--- src/hw/rtl/ristu_pkg.sv ---
`default_nettype none

package ristu_pkg;

    localparam int REG_WIDTH = 32;

    // item kinds
    localparam logic [1:0] KIND_LINE  = 2'd0;
    localparam logic [1:0] KIND_CSR   = 2'd1;
    localparam logic [1:0] KIND_CHECK = 2'd2;

    // CSR views
    localparam logic [1:0] CSR_MIP = 2'd0;
    localparam logic [1:0] CSR_MIE = 2'd1;
    localparam logic [1:0] CSR_SIP = 2'd2;
    localparam logic [1:0] CSR_SIE = 2'd3;

    // privilege levels
    localparam logic [1:0] PRIV_U = 2'd0;
    localparam logic [1:0] PRIV_S = 2'd1;
    localparam logic [1:0] PRIV_M = 2'd3;

    // configuration register indexes
    localparam logic [1:0] CFG_DELEG = 2'd0;
    localparam logic [1:0] CFG_MTVEC = 2'd1;
    localparam logic [1:0] CFG_STVEC = 2'd2;

    localparam logic [REG_WIDTH-1:0] MIP_WRITABLE = REG_WIDTH'('h0000_0AAA);
    localparam logic [REG_WIDTH-1:0] SUPER_VIEW   = REG_WIDTH'('h0000_0222);

    localparam int NUM_PRIO = 6;
    localparam logic [4:0] PRIO_ORDER [NUM_PRIO] = '{5'd11, 5'd3, 5'd7, 5'd9, 5'd1, 5'd5};

    typedef struct packed {
        logic [1:0]           mode;
        logic [4:0]           line_number;
        logic                 line_level;
        logic [1:0]           csr_select;
        logic                 csr_write;
        logic [REG_WIDTH-1:0] csr_write_data;
        logic [1:0]           priv_level;
        logic                 machine_ie;
        logic                 supervisor_ie;
        logic                 global_irq_enable;
        logic [REG_WIDTH-1:0] current_pc;
    } in_item_t;

    typedef struct packed {
        logic [REG_WIDTH-1:0] csr_read_data;
        logic                 interrupt_pending;
        logic                 trap_taken;
        logic                 trap_to_supervisor;
        logic [4:0]           cause_code;
        logic [REG_WIDTH-1:0] target_pc;
        logic [REG_WIDTH-1:0] saved_pc;
        logic [1:0]           saved_priv;
        logic                 saved_ie;
    } out_item_t;

    // Fixed priority first, else lowest set bit.
    function automatic logic [4:0] pick_cause(input logic [REG_WIDTH-1:0] v);
        logic [4:0] c;
        c = '0;
        for (int i = REG_WIDTH - 1; i >= 0; i--)
        begin
            if (v[i])
            begin
                c = 5'(i);
            end
        end
        for (int k = NUM_PRIO - 1; k >= 0; k--)
        begin
            if (v[PRIO_ORDER[k]])
            begin
                c = PRIO_ORDER[k];
            end
        end
        return c;
    endfunction

endpackage

`default_nettype wire

--- src/hw/rtl/ristu_in_if.sv ---
`default_nettype none

interface ristu_in_if;
    logic                valid;
    logic                ready;
    ristu_pkg::in_item_t data;

    modport source (output valid, output data, input ready);
    modport sink   (input valid, input data, output ready);
endinterface

`default_nettype wire

--- src/hw/rtl/ristu_out_if.sv ---
`default_nettype none

interface ristu_out_if;
    logic                 valid;
    logic                 ready;
    ristu_pkg::out_item_t data;

    modport source (output valid, output data, input ready);
    modport sink   (input valid, input data, output ready);
endinterface

`default_nettype wire

--- src/hw/rtl/riscv_interrupt_select_and_trap_unit.sv ---
// Channel   Dir  Handshake      Payload
// req       in   valid/ready    ristu_pkg::in_item_t  (line update, CSR access, check)
// rsp       out  valid/ready    ristu_pkg::out_item_t (read data, pending, trap entry)
// cfg       in   cfg_we only    cfg_index selects deleg / mtvec / stvec, cfg_wdata
//
// A transfer on req updates pending/enable and loads the
// result register at the same edge; the result shows on rsp the next cycle.
// Throughput is one item per cycle unless rsp stalls, set by the single result register.
// req.ready drops only while a result sits in that register and rsp.ready is low.
// rst_n (async, active low) clears pending, enable, the config registers and rsp.valid.

`default_nettype none

module riscv_interrupt_select_and_trap_unit
(
    input  wire logic                          clk,
    input  wire logic                          rst_n,
    ristu_in_if.sink                           req,
    ristu_out_if.source                        rsp,
    input  wire logic                          cfg_we,
    input  wire logic [1:0]                    cfg_index,
    input  wire logic [ristu_pkg::REG_WIDTH-1:0] cfg_wdata
);

    localparam int W = ristu_pkg::REG_WIDTH;

    // architectural state
    logic [W-1:0] pend_reg, pend_next;
    logic [W-1:0] en_reg,   en_next;
    logic [W-1:0] deleg_reg;
    logic [W-1:0] mtvec_reg;
    logic [W-1:0] stvec_reg;

    // result register
    logic                 rsp_valid_reg;
    ristu_pkg::out_item_t rsp_data_reg, rsp_data_next;

    logic         accept;
    logic [W-1:0] active;
    logic [W-1:0] m_chosen;
    logic [W-1:0] s_chosen;
    logic [W-1:0] chosen;
    logic         m_on;
    logic         s_on;
    logic         to_super;

    // result register frees up as it is taken, so a stall costs no bubble
    assign req.ready = !rsp_valid_reg || rsp.ready;
    assign accept    = req.valid && req.ready;

    assign rsp.valid = rsp_valid_reg;
    assign rsp.data  = rsp_data_reg;

    // Interrupt routing: machine first, supervisor for the delegated ones.
    // Reserved privilege two enables machine but never supervisor interrupts.
    assign active   = en_reg & pend_reg;
    assign m_chosen = active & ~deleg_reg;
    assign s_chosen = active & deleg_reg;
    assign m_on     = (req.data.priv_level == ristu_pkg::PRIV_M) ? req.data.machine_ie : 1'b1;
    assign s_on     = ((req.data.priv_level == ristu_pkg::PRIV_S) && req.data.supervisor_ie)
                      || (req.data.priv_level == ristu_pkg::PRIV_U);
    assign to_super = (m_chosen == '0) || !m_on;
    assign chosen   = to_super ? (s_on ? s_chosen : '0) : m_chosen;

    always_comb
    begin
        pend_next     = pend_reg;
        en_next       = en_reg;
        rsp_data_next = '0;

        case (req.data.mode)
            ristu_pkg::KIND_LINE:
            begin
                // raw line level, no write mask
                pend_next[req.data.line_number] = req.data.line_level;
            end
            ristu_pkg::KIND_CSR:
            begin
                case (req.data.csr_select)
                    ristu_pkg::CSR_MIP:
                    begin
                        if (req.data.csr_write)
                            pend_next = req.data.csr_write_data & ristu_pkg::MIP_WRITABLE;
                        else
                            rsp_data_next.csr_read_data = pend_reg;
                    end
                    ristu_pkg::CSR_MIE:
                    begin
                        if (req.data.csr_write)
                            en_next = req.data.csr_write_data;
                        else
                            rsp_data_next.csr_read_data = en_reg;
                    end
                    ristu_pkg::CSR_SIP:
                    begin
                        if (req.data.csr_write)
                            pend_next = (pend_reg & ~ristu_pkg::SUPER_VIEW)
                                      | (req.data.csr_write_data & ristu_pkg::SUPER_VIEW);
                        else
                            rsp_data_next.csr_read_data = pend_reg & ristu_pkg::SUPER_VIEW;
                    end
                    default:
                    begin
                        if (req.data.csr_write)
                            en_next = (en_reg & ~ristu_pkg::SUPER_VIEW)
                                    | (req.data.csr_write_data & ristu_pkg::SUPER_VIEW);
                        else
                            rsp_data_next.csr_read_data = en_reg & ristu_pkg::SUPER_VIEW;
                    end
                endcase
            end
            ristu_pkg::KIND_CHECK:
            begin
                if (chosen != '0)
                begin
                    rsp_data_next.trap_taken         = 1'b1;
                    rsp_data_next.trap_to_supervisor = to_super;
                    rsp_data_next.cause_code         = ristu_pkg::pick_cause(chosen);
                    rsp_data_next.target_pc          = (to_super ? stvec_reg : mtvec_reg)
                                                       & ~W'(1);
                    rsp_data_next.saved_pc           = req.data.current_pc;
                    rsp_data_next.saved_priv         = req.data.priv_level;
                    rsp_data_next.saved_ie           = req.data.global_irq_enable;
                end
            end
            default:
            begin
                // unused kind: state unchanged, pending flag only
            end
        endcase

        rsp_data_next.interrupt_pending = |(en_next & pend_next);
    end

    always_ff @(posedge clk or negedge rst_n)
    begin
        if (!rst_n)
        begin
            pend_reg      <= '0;
            en_reg        <= '0;
            deleg_reg     <= '0;
            mtvec_reg     <= '0;
            stvec_reg     <= '0;
            rsp_valid_reg <= 1'b0;
        end
        else
        begin
            if (accept)
            begin
                pend_reg <= pend_next;
                en_reg   <= en_next;
            end
            if (cfg_we)
            begin
                case (cfg_index)
                    ristu_pkg::CFG_DELEG: deleg_reg <= cfg_wdata;
                    ristu_pkg::CFG_MTVEC: mtvec_reg <= cfg_wdata;
                    ristu_pkg::CFG_STVEC: stvec_reg <= cfg_wdata;
                    default:
                    begin
                        // no register here
                    end
                endcase
            end
            if (accept)
                rsp_valid_reg <= 1'b1;
            else if (rsp.ready)
                rsp_valid_reg <= 1'b0;
        end
    end

    // payload needs no reset
    always_ff @(posedge clk)
    begin
        if (accept)
            rsp_data_reg <= rsp_data_next;
    end

endmodule

`default_nettype wire

--- src/flat_wrapper.sv ---
// flat-port wrapper written by rule: the top's interface ports become plain ports
module riscv_interrupt_select_and_trap_unit_flat 
  (clk, rst_n, cfg_we, cfg_index, cfg_wdata, req_valid, req_data, req_ready, rsp_valid, rsp_data, rsp_ready);
  ristu_in_if req_i ();
  ristu_out_if rsp_i ();
  input  wire logic clk;
  input  wire logic rst_n;
  input  wire logic cfg_we;
  input  wire logic [1:0] cfg_index;
  input  wire logic [ristu_pkg::REG_WIDTH-1:0] cfg_wdata;
  input wire logic [$bits(req_i.valid)-1:0] req_valid;
  input wire logic [$bits(req_i.data)-1:0] req_data;
  output wire logic [$bits(req_i.ready)-1:0] req_ready;
  output wire logic [$bits(rsp_i.valid)-1:0] rsp_valid;
  output wire logic [$bits(rsp_i.data)-1:0] rsp_data;
  input wire logic [$bits(rsp_i.ready)-1:0] rsp_ready;
  assign req_i.valid = req_valid;
  assign req_i.data = req_data;
  assign req_ready = req_i.ready;
  assign rsp_valid = rsp_i.valid;
  assign rsp_data = rsp_i.data;
  assign rsp_i.ready = rsp_ready;
  riscv_interrupt_select_and_trap_unit u_core (.clk(clk), .rst_n(rst_n), .req(req_i), .rsp(rsp_i), .cfg_we(cfg_we), .cfg_index(cfg_index), .cfg_wdata(cfg_wdata));
endmodule
--- config.mk ---
export PLATFORM = sky130hd
export DESIGN_NAME = riscv_interrupt_select_and_trap_unit_flat
export DESIGN_NICKNAME = d
export VERILOG_FILES = /design/src/hw/rtl/ristu_pkg.sv /design/src/hw/rtl/ristu_in_if.sv /design/src/hw/rtl/ristu_out_if.sv /design/src/hw/rtl/riscv_interrupt_select_and_trap_unit.sv /design/src/flat_wrapper.sv
export SDC_FILE = /design/constraint.sdc
export NUM_CORES = 1
export LEC_CHECK = 0
export BUFFER_PORTS_ARGS = -buffer_cell sky130_fd_sc_hd__buf_2
export CAP_MARGIN = 10
export CORE_UTILIZATION = 57
export CTS_CLUSTER_SIZE = 25
export DETAILED_ROUTE_END_ITERATION = 8
export GPL_TIMING_DRIVEN = 0
export PLACE_DENSITY = 0.93
export SLEW_MARGIN = 5
export SYNTH_ARGS = -nofsm -noshare
export SYNTH_HDL_FRONTEND = slang
export SYNTH_SLANG_ARGS = --single-unit
--- constraint.sdc ---
create_clock -name clk -period 4.3 [get_ports clk]
set_input_delay 0.86 -clock clk [delete_from_list [all_inputs] [get_ports clk]]
set_output_delay 0.86 -clock clk [all_outputs]
set_load 0.005 [all_outputs]
# ---- Yosys cells after proc, flatten, opt, wreduce, memory -nomap -nowiden
# Cells that the tools add are included.
dict set report totals {
  register_bits 268
  input_bits 119
  output_inout_bits 109
  word_cells 115
}
dict set report op_classes {
  n_lt_le_gt_ge 2
  eq_ne 8
  mux 55
  bitwise_logic 9
  reduce_logical 23
}
# op n
set op_table {}
lappend op_table {{$mux 32} 10}
lappend op_table {{$pmux 32 s2} 3}
lappend op_table {{$mux 5} 32}
lappend op_table {{$and 32x32->32} 4}
lappend op_table {{$pmux 32 s3} 1}
lappend op_table {{$mux 74} 1}
lappend op_table {{$or 32x10->32} 2}
lappend op_table {{$bwmux 32} 1}
lappend op_table {{$logic_not 32->1} 1}
lappend op_table {{$not 32->32} 1}
lappend op_table {{$reduce_bool 32->1} 1}
lappend op_table {{$reduce_or 32->1} 1}
lappend op_table {{$mux 10} 2}
lappend op_table {{$reduce_or 18->1} 1}
lappend op_table {{$eq 2x1->1 const B} 4}
lappend op_table {{$eq 2x2->1 const B} 4}
lappend op_table {{$logic_not 2->1} 4}
lappend op_table {{$reduce_and 2->1} 4}
lappend op_table {{$lt 5x6->1 const B} 1}
lappend op_table {{$demux 1 s5} 1}
lappend op_table {{$ge 5x1->1 const B} 1}
lappend op_table {{$mux 1} 4}
lappend op_table {{$reduce_or 4->1} 1}
lappend op_table {{$logic_and 1x1->1} 3}
lappend op_table {{other kinds (5)} 9}

# ---- Longest topological paths before layout
# Gate-level depths: netlist (run 1).
dict set report depth {
  depth_word 38
  mapped_depth 13
  mapped_depth_nobuf 10
}

# ---- Worst setup path after synthesis (run 1)
# No wires, ideal clock.
dict set report synth_path {
  kind {input -> register}
  from {in rsp_ready}
  to {reg u_core.rsp_data_reg, in the netlist u_core.rsp.data[0] (enable)}
  setup_ns 0.459
  t_arrival_ns 3.548
  required_time_ns 3.841
  path_slack_ns 0.293
  stages 5
  n_path_buf 2
  cell_sequence {nand2b_1 > nand2_1 > clkbuf_1 > clkbuf_1 > inv_1}
}
dict set report synth_between {
  elab_chain_cells 2
}
# item line
set synth_lines {}
lappend synth_lines {{from (decl)} flat_wrapper.sv:16} ;# input wire logic [$bits(rsp_i.ready)-1:0] rsp_ready;
lappend synth_lines {{$logic_or 1x1->1} riscv_interrupt_select_and_trap_unit.sv:48} ;# assign req.ready = !rsp_valid_reg || rsp.ready;
lappend synth_lines {{$logic_and 1x1->1} riscv_interrupt_select_and_trap_unit.sv:49} ;# assign accept = req.valid && req.ready;
lappend synth_lines {{via u_core.accept} riscv_interrupt_select_and_trap_unit.sv:38} ;# logic accept;
lappend synth_lines {{to (signal assigned)} riscv_interrupt_select_and_trap_unit.sv:176} ;# rsp_data_reg <= rsp_data_next;
lappend synth_lines {{to (decl)} riscv_interrupt_select_and_trap_unit.sv:36} ;# ristu_pkg::out_item_t rsp_data_reg, rsp_data_next;
# The timed path passes the listed nets, and every way through them passes these cells.
# A chain may end at the register's enable or synchronous reset.

==> results of run 1 <==
[metal layers]
| layer | part of all wire (%) | vias up | GRT usage, % |
|---|---|---|---|
| met3 | 8.1 | 75 | 5.727 |
| met1 | 41 | 5207 | 45.00 |
| li1 | - | 4771 | - |
| met5 | 0 | - | 0 |
| met2 | 48 | 561 | 55.88 |
| met4 | 2.7 | 0 | 9.524 |
[per-stage QoR]
stage,power [mW],cells,utilization (%)
2_1_floorplan,3.903,1146,-
4_1_cts,6.782,1702,70.00
3_3_place_gp,4.343,1650,65.61
3_5_place_dp,4.406,1652,65.91
6_report,6.793,1702,70.00
5_1_grt,7.014,1702,70.00
[worst max-delay path, delay by kind of cell]
kind | cells | cell delay (ps)
buffers and inverters | 3 | 1920
and+or+nand+nor | 4 | 1250
muxes | 1 | 320
AOI/OAI and AO/OA | 1 | 110
[power groups by stage]
stage / logic (mW) / clock network, mW / registers [mW]
floorplan: 0.728 / 0 / 3.17
global placement: 1.08 / 0 / 3.26
detailed placement: 1.13 / 0 / 3.27
CTS: 1.15 / 2.41 / 3.23
global route: 1.25 / 2.50 / 3.27
finish: 1.16 / 2.40 / 3.24
[cell usage after synthesis, types with 7 or more instances]
master / count
dfrtp_1: 159
mux2i_1: 69
o22ai_1: 18
nand3b_1: 32
nand3_1: 36
nor2_1: 60
o21ai_0: 66
clkbuf_1: 45
or2_2: 9
edfxtp_1: 106
mux2_2: 132
nand4_1: 14
and2_1: 44
nand2_1: 157
o2111ai_1: 7
nand2b_1: 7
buf_1: 10
a21oi_1: 47
a22oi_1: 26
[layout make-up]
| class | count | area (um^2) | area share [%] |
|---|---|---|---|
| clock inverters | 7 | 95.09 | 0.6149 |
| multi-input cells | 815 | 5580 | 36.08 |
| clock buffers | 43 | 807.0 | 5.218 |
| plain buffers | 60 | 259.0 | 1.675 |
| inverters | 6 | 25.02 | 0.1618 |
| repair buffers | 226 | 1186 | 7.670 |
| well taps | 280 | 350.3 | 2.265 |
| flip-flops and latches | 265 | 7162 | 46.31 |
[cells by family (layout without fill, tap and decap cells)]
kind of cell	Yosys count	count (layout)
AND/OR/NAND/NOR	393	393
AO/OA/AOI/OAI	220	220
buffers and inverters	66	342
other	1	1
flip-flops	265	265
multiplexers	201	201
[worst paths after layout]
| path | startpoint | endpoint | slack, ps |
|---|---|---|---|
| max | req_data[70] | u_core.rsp.data[74] | 70 |
| min | rst_n | u_core.pend_reg[14] | 260 |
| max reg2reg | u_core.pend_reg[29] | u_core.rsp.data[66] | 340 |
| min reg2reg | u_core.stvec_reg[4] | u_core.stvec_reg[4] | 510 |
| max in group asynchronous | rst_n | u_core.deleg_reg[17] | 3170 |
| min in group clk | u_core.stvec_reg[4] | u_core.stvec_reg[4] | 510 |
==> results.txt, run 1 <==
- Per report_power, the sequential group accounts for 47.6% of the total.
- Adder and majority gate portion of the synthesized area: 0%
* Worst slack, placed: -212.6 ps
- Routed vias/inst: 6.236
* Complex-gate fraction of the synthesized area: 11.03%
- The initial antenna violation count came to 0.
- Leaving out fill and tap cells, the most frequent cell in the layout is buf_2.
- In this run, post-CTS hold repair placed 0 buffers.
- The min-delay analysis places its worst path in the category input port to async pin.
- Fillers: 1,618
- Detailed-route via count: 10,610
- The number of setup buffers added after CTS is 0.
- Clock skew on the completed layout was measured at 20.83 ps.
- Warnings from Yosys: 0
- Initial core utilization: 58.95%
* Post-layout minimum cycle time: 4226 ps
* PD cells: 439.2 nW/um^2
- Fraction of synthesized cell area taken by the top area cell type: 30.55%
- The largest single stage delay on the critical path is 770 ps.
- Global route total overflow: 0
* Setup TNS: 0 ps
* Fraction of final layout cells sized beyond drive strength 1: 29.82%
* Tcrit/Tclk final: 98.27%
* Relative slew slack: 29.05%
* Top-level port count: 228
- Setup violations remaining at the end of the flow were counted as 0.
* Worst hold slack: 259.0 ps
* Sequential element share of the synthesized area: 54.99%
- Summing the areas of all xor and xnor instances in the mapped netlist gives 0% of the synthesized area.
- Leading cell types by total area after synthesis: dfrtp_1 (31%), edfxtp_1 (24%), mux2_2 (11%), mux2i_1 (5.3%), nand2_1 (4.5%)
- Flip-flop and latch count after synthesis: 265
- By area, the combinational part of the netlist is dominated by multiplexers.
- The number of nets in the synthesized netlist is 1,265.
* Wire length of the first global-routing pass: 59,920 um
- Power Internal: 4.845 mW
* Total net switching power: 1.947 mW
- DRC: 0
* Input/output buffers: 224
- The register with the most flip-flops in the layout has 106 of them.
- In this run the deepest clock path goes through 3 buffers.
* Die Width: 153.2 um
* TritonCTS clock tree: built
- After technology mapping, the gate count stands at 1,146.
- Arrival time at the worst endpoint: 4480 ps
- Placeable core region: 22,090 um^2
- Site Rows: 54
- Die ar.: 23,460 um^2
* Proportion of register bits with asynchronous set or reset after synthesis: 60.00%
* Flip-flop cell with the highest count after synthesis: dfrtp_1
- H-Tree Level Count: 1
- The run finished with clean final reports.
* Number of enable-type register cells in the synthesized netlist: 106
- DRT iter0 DRCs: 926
- The number of endpoints with negative hold slack in the final report is 0.
- Number of buffers inserted during clock tree synthesis: 27
* Maximum net fanout on the critical path: 10
- Reported max-cap violation count: 0
- The net count of the finished layout is 1,520.
- Per report_power, the clock group accounts for 35.3% of the total.
- Summing the areas of all and, or, nand and nor instances in the mapped netlist gives 15.07% of the synthesized area.
- Static leakage: 6.478 nW
* Worst endpoint required time: 4550 ps
- In this run, distinct cell masters in the synthesized netlist total 59.
* Crit end category: register
- Slew @ Worst Pin: 1064 ps
* Number of gates resized after cts: 0
- The root buffer cell chosen for the clock tree is clkbuf_16.
- Count of pins over their slew limit: 0
* Fin area: 15,460 um^2
* Worst ir drop on vdd: 0.4519 mV
- Of the post-synthesis cell area, the part taken by muxes is 16.72%.
* Sw Share: 28.67%
- After clock tree synthesis, the clock-pin slew on the worst setup and hold paths is 60 ps.
* Relative contribution of combinational cells to total power: 17.1%
- Global routing used 33.44% of the available tracks across all layers.
- Worst-case reg-to-reg path depth: 11
- For the worst-skew pair, the clock arrives at the later sink with an insertion delay of 550 ps.
- The detail route stage leaves a number of antenna-violating nets equal to 0.
- Relative to the synthesized area, the layout overhead comes to 18.74%.
* Antenna cells: 0
- Clock sink count: 265
- Based on the critical path, the design can be clocked at up to 236.7 MHz.
- Slowest stage cell, crit path: clkbuf_1
- Kind of critical path: input port to register
- Unrepaired setup endpoints after global routing: no
- The worst setup path is launched from an input port.
- Placed standard-cell area: 14,560 um^2
- After detailed routing, the average wire length per cell comes to 23.03 um.
- Dominant cell type by count on the critical path: clkbuf_1
- Detailed placement finished with a half-perimeter wire length of 29,270 um.
* Post-route setup slack: 74.42 ps
* Maximum number of pins on one net before global-route repair: 99
- The die is 153.2 um tall.
* Total detailed-routing wirelength: 39,190 um
* First-pass detailed-route iteration total: 7
* Most frequent cells in the layout: buf_2 (223), dfrtp_1 (159), nand2_1 (157)
- Critical-path cell list: clkbuf_1 -> nand3_1 -> nor2_1 -> buf_1 -> clkbuf_1 -> mux2i_1 -> o22ai_1 -> nor4_1 -> nand4_1
- The biggest area contributor in the post-synthesis netlist is dfrtp_1.
* Post-synthesis area per instance: 11.36 um^2
* Vias in the first global route: 10,450
- GPL Wtd Cong: 0.9925
* Netlist Area Pre-Place: 13,020 um^2
(Power assumes the default switching activity.)
==> run 2, diff against run 1 <==
--- a/config.mk
+++ b/config.mk
@@ -12,6 +12,7 @@
 export DETAILED_ROUTE_END_ITERATION = 8
 export GPL_TIMING_DRIVEN = 0
 export PLACE_DENSITY = 0.93
+export REMOVE_ABC_BUFFERS = 1
 export SLEW_MARGIN = 5
 export SYNTH_ARGS = -nofsm -noshare
 export SYNTH_HDL_FRONTEND = slang
==> run 2 against run 1 <==
  * Final cell count shrank 2.4%
  * Largest cell class unchanged
  * Sequential share of layout area shrank 0.090 points
  * Global-route usage shrank 1.5 points
  * Largest power group unchanged
  * Fmax grew 1.3%
  * Sequential power is essentially flat
  * Highest routed layer is now met5
  * Via count shrank 1.2%
  * Combinational power is essentially flat
==> results.txt, run 2 (synthesized netlist as in run 1, its figures left out) <==
- Outcome: completed
* Die ar.: 23,460 um^2
* DRC: 0
- Worst endpoint required time: 4570 ps
- Final number of hold-violating endpoints: 0
* Antenna-violating nets left: 0
- Across every metal layer, demand over resource in global routing totals 31.98%.
- Summed over all cells, the static leakage comes to 6.515 nW.
- Measured along the y axis, the die boundary spans 153.2 um.
* Final setup skew: 9.117 ps
- Arrival time at the worst endpoint: 4440 ps
- Sw Share: 28.44%
- Fraction of final layout cells sized beyond drive strength 1: 32.34%
* Clock root buffer master: clkbuf_16
* DRT iter0 DRCs: 1,000
* Area grow syn2layout: 18.97%
* Drt wl/cell: 22.50 um
* Crit end category: register
- Clock-pin slew was measured on the worst setup and hold paths at 60 ps.
- Routability-driven placement finished with a final weighted congestion of 0.8953.
- Once placement finished, the instance area stood at 14,580 um^2.
- Critical-path cell list: nand3b_1 -> nand4_1 -> or4_4 -> o21ai_4 -> o22a_1 -> and2_1 -> nand4b_4 -> o311ai_4 -> buf_4 -> buf_8 -> a21oi_1
- Max FFs per register: 106
* Fin area: 15,490 um^2
* Crit path largest cell delay: 710 ps
- The via count of the first global-routing pass came to 10,540.
- Maximum net fanout on the critical path: 21
- Counting cells, the worst reg-to-reg path comes to 11.
- The most critical setup path has its startpoint at u_core.en_reg[19].
* Nets@finish: 1,479
* Share of power burned in the clock network: 34.4%
- For this design the ratio of total power to cell area is 433.3 nW/um^2.
- Max-cap violations in this run came to 0.
- The floorplan has 54 rows.
- In the layout the commonest cells are buf_2 (225), dfrtp_1 (159), nand2_1 (155).
- Placed wire-length estimate after detailed placement: 26,460 um
- Top-level port count: 228
- Worst hold slack: 227.5 ps
- Combinational logic is responsible for 17.4% of the overall power.
- Startpoint type of the worst setup path: register
- The region available for standard cell placement spans 22,090 um^2.
- Maximum number of pins on one net before global-route repair: 116
* Worst R2R Setup Slack: 130 ps
- The later pin in the worst-skew pair is clocked with a latency of 530 ps.
- The analysis attributes to net switching a power of 1.909 mW.
- Fill cells in the final layout number 1,560.
- The path class of the tightest hold or removal check is input port to async pin.
- Initial antenna violation count: 3
- After layout, the minimum clock period comes to 4173 ps.
- Worst ir drop on vdd: 0.2949 mV
- Setup violations remaining at the end of the flow were counted as 0.
* Relative slew slack: 17.22%
* Die Width: 153.2 um
- Port buffering added 226 buffers.
* Wire length of the first global-routing pass: 58,170 um
- Sequential cells burn 48.2% of the power.
- Count of pins over their slew limit: 0
- Tcrit/Tclk final: 97.04%
* Number of buffers inserted during clock tree synthesis: 27
- Detailed-route via count: 10,490
- First-pass detailed-route iteration total: 8
- Unrepaired setup endpoints after global routing: no
- Worst r2r dst: u_core.rsp.data[50]
- Total detailed-routing wirelength: 37,370 um
- Routed vias/inst: 6.315
- Adding up every negative setup slack in the final design gives 0 ps.
- Startpoint of the worst register-to-register path: u_core.en_reg[19]
- For the pin with the worst max-slew slack, the measured transition is 1242 ps.
- Counting along the longest clock path gives a buffer depth of 3.
- Clock sink count: 265
- The critical path in this run is classified as register to register.
- Maximum frequency from static timing analysis: 239.6 MHz
- Global route total overflow: 0
* Power Internal: 4.804 mW
* Slowest stage cell, crit path: o21ai_4
* TritonCTS clock tree: built
- H-Tree Level Count: 1
* Most common cell after layout, fill and taps aside: buf_2
- Once the floorplan was initialized, standard cells occupied 58.95% of the core.
[run 2: changes by cell type in the layout (fill, tap and decap cells not counted), sizes merged]
cell and delta:
clkbuf -50, o21ai +1, buf +3, diode +2, clkinv +3
[run 2: repair_timing]
item	CTS	global route
resized for setup	0	4
cloned	1	0
pin swaps	2	0
endpoints found under the setup margin	73	60
setup buffers	1	0
hold buffers	0	0
[run 2: worst max-delay path by stage]
stage                                endpoint  slack, ps  depth (start not counted)
after floorplan              u_core.en_reg[0]       -340                          4
after global placement       u_core.en_reg[7]      -2490                          5
after detailed placement   u_core.rsp.data[2]       -770                         10
after CTS                 u_core.rsp.data[71]         30                         10
after global routing      u_core.rsp.data[72]         50                         11
final                     u_core.rsp.data[50]        130                         11
[run 2: worst max-delay path: cells and delay by family, from the launching register on]
family	cells	cell delay [ps]
simple gates	5	1530
buf+inv	2	540
compound gates	4	1360
flops	1	480
[run 2: final cells by class]
class,instances,area (um^2),share of cell area (%)
Tap cell,280,350.3,2.261
Clock inverter,10,113.9,0.7348
Clock buffer,38,758.2,4.893
Multi-Input combinational cell,816,5652,36.47
Antenna cell,2,5.005,0.03230
Inverter,6,25.02,0.1615
Sequential cell,265,7162,46.22
Timing Repair Buffer,244,1429,9.222
[run 2: power by group through the flow]
| stage | clock network, mW | registers [mW] | logic [mW] |
|---|---|---|---|
| floorplan | 0 | 3.17 | 0.685 |
| global placement | 0 | 3.25 | 1.03 |
| detailed placement | 0 | 3.27 | 1.12 |
| CTS | 2.34 | 3.22 | 1.15 |
| global route | 2.43 | 3.26 | 1.26 |
| finish | 2.31 | 3.23 | 1.17 |
[run 2: per-layer routing]
layer / wire, um / GRT usage, %
met5: 8 / 0
met4: 1350 / 11.69
met3: 3076 / 5.585
met2: 18200 / 54.51
met1: 14740 / 41.04
[run 2: metrics by stage]
stage               total power [mW]  cells  util, %  worst slack [ps]
CTS                            6.713   1659    70.00             33.18
global route                   6.955   1660    70.12             47.66
floorplan                      3.859   1086        -            -342.3
finish                         6.714   1661    70.13             127.2
global placement               4.284   1592    64.48             -2488
detailed placement             4.390   1609    65.98            -773.0
